## config.mk

```make
export PLATFORM = sky130hd
export DESIGN_NAME = arac_fit
export DESIGN_NICKNAME = d
export VERILOG_FILES = /design/src/hdl/arac_pkg.sv /design/src/hdl/arac_fit.sv
export SDC_FILE = /design/constraint.sdc
export NUM_CORES = 1
export LEC_CHECK = 0
export ABC_CLOCK_PERIOD_IN_PS = 9800
export BUFFER_PORTS_ARGS = -buffer_cell sky130_fd_sc_hd__buf_2
export CORE_UTILIZATION = 59
export DETAILED_ROUTE_END_ITERATION = 16
export PLACE_DENSITY = 0.85
export RECOVER_POWER = 25
export SKIP_LAST_GASP = 1
export SLEW_MARGIN = 10
export SYNTH_ARGS = -nofsm -noshare
export SYNTH_HDL_FRONTEND = slang
export SYNTH_SLANG_ARGS = --single-unit
```

## constraint.sdc

```tcl
create_clock -name i_clk -period 9.8 [get_ports i_clk]
set_input_delay 2.45 -clock i_clk [delete_from_list [all_inputs] [get_ports i_clk]]
set_output_delay 2.45 -clock i_clk [all_outputs]
set_load 0.005 [all_outputs]
```

## src/hdl/arac_pkg.sv

```systemverilog
// ============================================================================
// arac_pkg
// Shared constants, codes and types of the address range allocator.
// ============================================================================
`default_nettype none

package arac_pkg;

    localparam int ENTRIES_DEF   = 64;
    localparam int ADDR_BITS_DEF = 48;
    localparam int FIELD_BITS    = 48;
    localparam int CALC_BITS     = 64;
    localparam int MERGE_STEPS   = 3;
    localparam int STEP_BITS     = 2;

    localparam int S_TDATA_W = 152;
    localparam int S_TUSER_W = 1;
    localparam int M_TDATA_W = 56;

    localparam logic OP_ALLOC = 1'b0;
    localparam logic OP_FREE  = 1'b1;

    localparam logic [1:0] ST_OK    = 2'd0;
    localparam logic [1:0] ST_NOFIT = 2'd1;
    localparam logic [1:0] ST_FULL  = 2'd2;

    typedef enum logic [3:0] {
        S_IDLE,
        S_CHK,
        S_SCAN,
        S_PICK,
        S_RM,
        S_FIND,
        S_SHIFT,
        S_PUT,
        S_MCHK,
        S_MRD0,
        S_MRD1,
        S_MUPD,
        S_RESP
    } t_state;

    typedef struct packed {
        logic valid;
        logic fits;
        logic aligned;
    } t_fit_flags;

endpackage

`default_nettype wire

```

## src/hdl/arac_fit.sv

```systemverilog
// ============================================================================
// arac_fit
// Three stage fit unit: align the start, take the length, take the slack.
// ============================================================================
`default_nettype none

module arac_fit #(
    parameter int ENTRIES   = arac_pkg::ENTRIES_DEF,
    parameter int ADDR_BITS = arac_pkg::ADDR_BITS_DEF
) (
    input  wire logic                       i_clk,
    input  wire logic                       i_rst_n,
    input  wire logic                       i_flush,
    input  wire logic                       i_valid,
    input  wire logic [$clog2(ENTRIES)-1:0] i_idx,
    input  wire logic [ADDR_BITS-1:0]       i_start,
    input  wire logic [ADDR_BITS-1:0]       i_end,
    input  wire logic [ADDR_BITS-1:0]       i_amask,
    input  wire logic [ADDR_BITS-1:0]       i_size,
    output arac_pkg::t_fit_flags            o_flags,
    output logic                            o_busy,
    output logic      [$clog2(ENTRIES)-1:0] o_idx,
    output logic      [ADDR_BITS-1:0]       o_al,
    output logic      [ADDR_BITS-1:0]       o_start,
    output logic      [ADDR_BITS-1:0]       o_end,
    output logic      [ADDR_BITS-1:0]       o_slack
);

    localparam int IW = $clog2(ENTRIES);

    logic [2:0]           r_v;
    logic [IW-1:0]        r_idx1, r_idx2;
    logic [ADDR_BITS-1:0] r_al1, r_al2, r_st1, r_st2, r_en1, r_en2, r_len2;
    logic                 r_over1, r_alg1, r_alg2, r_alg3, r_fits3;

    logic [ADDR_BITS:0]   w_sum, w_diff, w_d2;
    logic [ADDR_BITS-1:0] w_len;

    assign w_sum  = {1'b0, i_start} + {1'b0, i_amask};
    assign w_diff = {1'b0, r_en1} - {1'b0, r_al1};
    assign w_len  = (!r_over1 && !w_diff[ADDR_BITS]) ? w_diff[ADDR_BITS-1:0] : '0;
    assign w_d2   = {1'b0, r_len2} - {1'b0, i_size};

    always_ff @(posedge i_clk) begin
        if (!i_rst_n || i_flush) begin
            r_v <= '0;
        end else begin
            r_v <= {r_v[1:0], i_valid};
        end
        r_idx1  <= i_idx;
        r_st1   <= i_start;
        r_en1   <= i_end;
        r_over1 <= w_sum[ADDR_BITS];
        r_al1   <= w_sum[ADDR_BITS-1:0] & ~i_amask;
        r_alg1  <= ((i_start & i_amask) == '0);

        r_idx2  <= r_idx1;
        r_st2   <= r_st1;
        r_en2   <= r_en1;
        r_al2   <= r_al1;
        r_alg2  <= r_alg1;
        r_len2  <= w_len;

        o_idx   <= r_idx2;
        o_start <= r_st2;
        o_end   <= r_en2;
        o_al    <= r_al2;
        r_alg3  <= r_alg2;
        r_fits3 <= !w_d2[ADDR_BITS];
        o_slack <= w_d2[ADDR_BITS-1:0];
    end

    always_comb begin
        o_flags.valid   = r_v[2];
        o_flags.fits    = r_fits3;
        o_flags.aligned = r_alg3;
        o_busy          = |r_v;
    end

endmodule

`default_nettype wire

```

==> results by group, run 1 <==
Die
  – Die W: 185.9 µm
  – Die extent in y: 185.9 µm
  – Core ar.: 32870 µm²
  – # rows: 66
  – Die Footprint: 34550 µm²
  – Initial cell density of the core: 0.6069
  – # IOs: 404

Global routing
  – Number of global-route vias before repair: 14810
  – First-pass GRT wire length: 77080 µm
  – Tot GR Track Use: 0.2901
  – Largest net degree at the start of global routing: 48
  – Initial antenna violation count: 6
  – Total grt overflow: 0

Logic synthesis
  – Post-synthesis sequential area ratio: 0.5560
  – Syn Std Cell Area: 19950 µm²
  – Distinct cells, synth: 73
  – Post-synthesis cell count: 1912
  – Avg Inst Size Synth: 10.43 µm²
  – Number of flops mapped to enable cells by yosys: 0
  – Number of synthesized register bits: 554
  – Ys async rst share: 0
  – YS warnings: 0
  – Ys flop type: dfxtp_1
  – Synth Net Count: 2260

Timing
  – Worst hold slack: 316.9 ps
  – Setup Viol. Count Final: 0
  – Period minus WS final: 4959 ps
  – Final Hold Vio Count: 0
  – TNS Setup: 0 ps
  – Clock Skews: 36.40 ps
  – Slew margin rel.: 0.5063
  – Worst slew pin tran: 733.8 ps
  – RSZ-0062 raised after global routing: false
  – Max Slew Vio Count: 0
  – Fmax: 201.7 MHz
  – Fin crit share: 0.5060

Placement
  – Post-DP HPWL: 38770 µm
  – Port Buffers: 403
  – Gpl congestion: 0.9310
  – DP Cell Count: 2701
  – Placed inst area: 22270 µm²

Run status
  – Status: finished clean

Pwr
  – Power density cells: 252.3 nW/µm²
  – Sw Share: 0.2858
  – IR drop worst, VDD: 0.1744 mV
  – Internal: 4.335 mW
  – P_leak: 11.36 nW
  – Sequential share of power: 0.438
  – Comb pwr share: 0.227
  – Switching power total: 1.735 mW
  – Clock power frac: 0.335

Finish
  – Area of the multi-input gates: 8082 µm²
  – Final instance area: 24060 µm²
  – # fillers: 2391
  – Final Non-Filler Cells: 2801
  – Layout cells sized above 1: 0.2201
  – Final Core Density: 0.7320
  – Register Area: 11090 µm²
  – Layout Nets: 2661
  – Area Overhead vs Synth: 20.60%

CTS
  – Clock Tree Root: clkbuf_16
  – Longest Clk Path Bufs: 3
  – Post-CTS resize count: 0
  – Worst-skew pair later-pin latency: 600 ps
  – Num CTS Buffers: 52
  – Clk pin slew, worst setup/hold paths: 70 ps
  – H-tree levels: 2
  – CTS Sinks: 554
  – TritonCTS clock tree: done
  – Post-CTS Hold Buffers: 0
  – # Post-CTS Setup Buffers: 0

Route
  – Vias per cell: 5.436
  – Vias: 15230
  – DRC Markers: 0
  – ANT nets after route: 0
  – Pre-antenna DRT Iters: 5
  – Initial DRC count: 904
  – Final WL: 50790 µm
  – Wirelength per Cell: 18.13 µm

Critical path
  – Required time at the worst-slack endpoint: 10260 ps
  – Crit. End Element: flop
  – Crit path arrival time: 5410 ps
  – Worst Setup Path Type: in2reg
  – Crit start category: primary input
  – Max FO, Critical Path: 3

Hold path
  – Min-delay worst type: reg2reg

Job
  – Max cap viols: 0
[path summary, 6_finish.rpt]
path / slack (ps) / endpoint / cells past startpoint / start
min: 320 / o_al[18] / 0 / r_al2[18]
max: 4840 / o_slack[46] / 13 / i_size[0]
max reg2reg: 6290 / r_len2[45] / 12 / r_al1[1]
min reg2reg: 320 / o_al[18] / 0 / r_al2[18]
[synthesized netlist by cell type (4+ instances only)]
master | number | share of area
or3_1 | 10 | 0.0031
o21ai_1 | 11 | 0.0028
a21boi_0 | 5 | 0.0019
nand2_1 | 84 | 0.016
a31oi_1 | 20 | 0.0063
nor4_1 | 14 | 0.0044
o21bai_1 | 24 | 0.0090
xor2_1 | 42 | 0.018
o41ai_2 | 4 | 0.0033
clkbuf_1 | 46 | 0.0087
ha_1 | 143 | 0.090
o21ai_0 | 70 | 0.018
nor2b_1 | 28 | 0.0088
dfxtp_1 | 554 | 0.56
buf_2 | 5 | 0.0013
o31ai_1 | 7 | 0.0026
a21o_1 | 84 | 0.032
nand2b_1 | 14 | 0.0044
and3_1 | 13 | 0.0041
a41oi_1 | 4 | 0.0018
and2_1 | 14 | 0.0044
nor2_1 | 153 | 0.029
nand3_1 | 33 | 0.0083
nand4_1 | 35 | 0.011
o21a_1 | 18 | 0.0068
xnor2_1 | 83 | 0.036
inv_1 | 139 | 0.026
o211ai_1 | 12 | 0.0045
a211oi_1 | 15 | 0.0056
a21oi_1 | 146 | 0.037
nor3_1 | 16 | 0.0040
[layer usage]
metal / track usage / vias up / part of all wire
li1: - / 7400 / -
met5: 0 / - / 0
met4: 0.1502 / 0 / 0.049
met1: 0.3617 / 6980 / 0.42
met2: 0.4784 / 711 / 0.46
met3: 0.05361 / 135 / 0.069
[cells by family after synthesis]
| group | share of synthesized area |
|---|---|
| AOI/OAI and AO/OA | 0.1541 |
| xor gates and xnor gates | 0.05488 |
| adders and majority gates | 0.09271 |
| muxes | 0.0005645 |
| buffers and inverters | 0.03889 |
| and+or+nand+nor | 0.1029 |
| DFF | 0.5560 |
[final cells by class]
type                    instances  area share
inverters                     139     0.02169
well taps                     442     0.02299
multi-input cells            1162      0.3359
diodes                          6   0.0006241
flip-flops and latches        554      0.4610
clock buffers                  69     0.06048
clock inverters                25     0.01316
repair buffers                404     0.08415
[placed cells by master (no fill, tap or decap), types with 24 or more instances in the layout]
cell         n
clkbuf_16   52
ha_1       143
buf_2      403
nor2b_1     28
nand3_1     33
o21bai_1    24
nand2_1     84
nand4_1     35
dfxtp_1    554
nor2_1     153
inv_1      139
a21oi_1    146
xor2_1      42
o21ai_0     70
xnor2_1     83
a21o_1      84
[critical path, cell delays in order]
cell and delay [ps]:
buf_2 100, ha_1 210, fa_1 420, nor2b_1 200, o31a_1 210, a41oi_2 180, or3_1 410, a21oi_1 330
o21ai_1 160, a311oi_1 310, o21ai_0 150, nor2b_1 160, xnor2_1 120
[stage by stage]
stage / setup WS, ps / power, mW
6_report: 4841 / 6.070
5_1_grt: 4613 / 6.365
4_1_cts: 4884 / 6.087
3_5_place_dp: 4314 / 4.045
3_3_place_gp: 4366 / 4.006
2_1_floorplan: 4836 / 3.602
[power by group through the flow]
stage	sequential [mW]	combinational, mW	clock [mW]
3_5_place_dp	2.70	1.34	0
6_report	2.66	1.38	2.04
3_3_place_gp	2.69	1.31	0
4_1_cts	2.66	1.36	2.07
2_1_floorplan	2.70	0.903	0
5_1_grt	2.68	1.52	2.16
[sequential cells by signal, indices dropped and copies added (netlist names), 3 cells and up]
| register | flops |
|---|---|
| o_idx | 6 |
| r_al1 | 48 |
| r_len2 | 48 |
| r_en2 | 48 |
| r_idx1 | 6 |
| o_end | 48 |
| o_slack | 48 |
| r_st1 | 48 |
| o_al | 48 |
| r_al2 | 48 |
| r_idx2 | 6 |
| r_v | 3 |
| r_en1 | 48 |
| r_st2 | 48 |
| o_start | 48 |
No activity file was read; power rests on OpenSTA's default activity.
==> inputs of run 2 (changes only) <==
Settings changed: ABC_CLOCK_PERIOD_IN_PS 9800 to 4270, CORE_UTILIZATION 59 to 49, PLACE_DENSITY 0.85 to 0.75.
Clock period 9.8 ns to 4.27 ns, I/O delays scaled along.
==> results by group, run 2 (same netlist as run 1, synthesis figures left out) <==
Run status
  – Status: finished clean (unchanged)

Global routing
  – Initial antenna violation count: 6 (unchanged)
  – Tot GR Track Use: 0.2360 (was 0.2901)
  – First-pass GRT wire length: 76270 µm (was 77080 µm)
  – Total grt overflow: 0 (unchanged)
  – Number of global-route vias before repair: 14310 (was 14810)
  – Largest net degree at the start of global routing: 25 (was 48)

CTS
  – CTS Sinks: 554 (unchanged)
  – Clock Tree Root: clkbuf_16 (unchanged)
  – Worst-skew pair later-pin latency: 600 ps (about the same)
  – # Post-CTS Setup Buffers: 0 (unchanged)
  – Clk pin slew, worst setup/hold paths: 60 ps (was 70 ps)
  – TritonCTS clock tree: done (unchanged)
  – Longest Clk Path Bufs: 3 (unchanged)
  – H-tree levels: 2 (unchanged)
  – Post-CTS Hold Buffers: 0 (unchanged)
  – Post-CTS resize count: 0 (unchanged)
  – Num CTS Buffers: 53 (was 52)

Critical path
  – Crit start category: flop (was primary input)
  – Crit. End Element: flop (unchanged)
  – Required time at the worst-slack endpoint: 4730 ps (was 10260 ps)
  – Register-to-Register Setup Slack: 450 ps (was 6290 ps)
  – Max FO, Critical Path: 24 (was 3)
  – Worst Setup Path Type: reg2reg (was in2reg)
  – Crit path arrival time: 4280 ps (was 5410 ps)

Timing
  – Clock Skews: 14.58 ps (was 36.40 ps)
  – Fin crit share: 0.8948
  – Fmax: 261.7 MHz
  – RSZ-0062 raised after global routing: false (unchanged)
  – TNS Setup: 0 ps (unchanged)
  – Period minus WS final: 3821 ps
  – Setup Viol. Count Final: 0 (unchanged)
  – Worst setup slack after layout: 449.1 ps (was 4841 ps)
  – Final Hold Vio Count: 0 (unchanged)
  – Max Slew Vio Count: 0 (unchanged)
  – Slew margin rel.: 0.4308 (was 0.5063)
  – Worst slew pin tran: 853.8 ps (was 733.8 ps)

Route
  – Vias: 14690 (was 15230)
  – Pre-antenna DRT Iters: 5 (unchanged)
  – Vias per cell: 5.092 (was 5.436)
  – Wirelength per Cell: 17.31 µm (was 18.13 µm)
  – DRC Markers: 0 (unchanged)
  – Initial DRC count: 638 (was 904)
  – ANT nets after route: 0 (unchanged)
  – Final WL: 49920 µm (was 50790 µm)

Die
  – Initial cell density of the core: 0.4998 (was 0.6069)
  – # IOs: 404 (unchanged)
  – Die Footprint: 41520 µm² (was 34550 µm²)
  – Die extent in y: 203.8 µm (was 185.9 µm)
  – Core ar.: 39910 µm² (was 32870 µm²)
  – Die W: 203.8 µm (was 185.9 µm)
  – # rows: 73 (was 66)

Finish
  – Most common cell after layout, fill and taps aside: dfxtp_1 (unchanged)
  – Area Overhead vs Synth: 21.48% (was 20.60%)
  – Most frequent cells in the layout: dfxtp_1 (554), buf_2 (403), nor2_1 (153) (unchanged)
  – Final Core Density: 0.6071 (was 0.7320)
  – Layout cells sized above 1: 0.2203 (was 0.2201)
  – Final instance area: 24230 µm² (was 24060 µm²)
  – Layout Nets: 2666 (was 2661)

Pwr
  – IR drop worst, VDD: 0.3263 mV (was 0.1744 mV)
  – P_leak: 11.39 nW (was 11.36 nW)
  – Power density cells: 580.2 nW/µm² (was 252.3 nW/µm²)
  – Total power: 14.06 mW (was 6.070 mW)

Placement
  – Placed inst area: 22410 µm² (was 22270 µm²)
  – Post-DP HPWL: 39760 µm (was 38770 µm)
  – Gpl congestion: 0.9386 (was 0.9310)
  – Port Buffers: 403 (unchanged)
  – Place WS: 119.6 ps (was 4314 ps)

Job
  – Max cap viols: 0 (unchanged)

Hold path
  – Min-delay worst type: reg2reg (unchanged)
==> run 2: cell types whose count changed in the layout (fill, tap and decap cells not counted), moves of 2 or more <==
cell      previous run  this run
clkinv_2            10         4
buf_4                1         5
clkbuf_8             9        12
clkinv_4             4         1
diode_2              6         3
clkbuf_1             8        10
inv_16               0         2
inv_6                1         3
==> run 2: critical path, stage by stage (launching register included) <==
cell and delay (ps):
dfxtp_1 350, ha_1 240, fa_1 380, nor2b_1 190, o31ai_1 140, a211oi_1 270, o211ai_1 210, a211oi_1 370
o22ai_1 200, o21ai_2 250, nand4_1 130, a21o_1 500, a211oi_1 430
==> run 2: path summary, 6_finish.rpt <==
kind / start / to / depth (start not counted)
worst max-delay path: r_al1[0] / r_len2[3] / 12
worst min-delay path: r_en2[27] / o_end[27] / 0
worst max register to register: r_al1[0] / r_len2[3] / 12
worst min register to register: r_en2[27] / o_end[27] / 0
==> run 2: where the power goes <==
group          total, mW  internal, mW  switching, mW
logic               3.15          1.36           1.79
registers           6.10          5.87          0.225
clock network       4.81          2.87           1.94
==> run 2: area by class of cell <==
| class | count | area [µm²] |
|---|---|---|
| multi-input cells | 1162 | 8082 |
| well taps | 525 | 656.9 |
| repair buffers | 408 | 2054 |
| clock inverters | 18 | 290.3 |
| diodes | 3 | 7.507 |
| clock buffers | 75 | 1529 |
| flip-flops and latches | 554 | 11090 |
| fillers | 3403 | 15680 |
| inverters | 139 | 521.8 |
==> run 2: through the flow <==
stage	hold WS [ps]	instances
2_1_floorplan	309.6	1912
3_3_place_gp	309.9	2788
3_5_place_dp	312.1	2788
4_1_cts	321.8	2881
5_1_grt	326.1	2883
6_report	321.0	2884
==> run 2: per-layer routing <==
| metal | track usage | up-vias | part of all wire |
|---|---|---|---|
| met5 | 0 | - | 0.00026 |
| met1 | 0.3091 | 6769 | 0.45 |
| met2 | 0.3800 | 440 | 0.46 |
| li1 | - | 7379 | - |
| met3 | 0.03707 | 95 | 0.054 |
| met4 | 0.1133 | 2 | 0.041 |
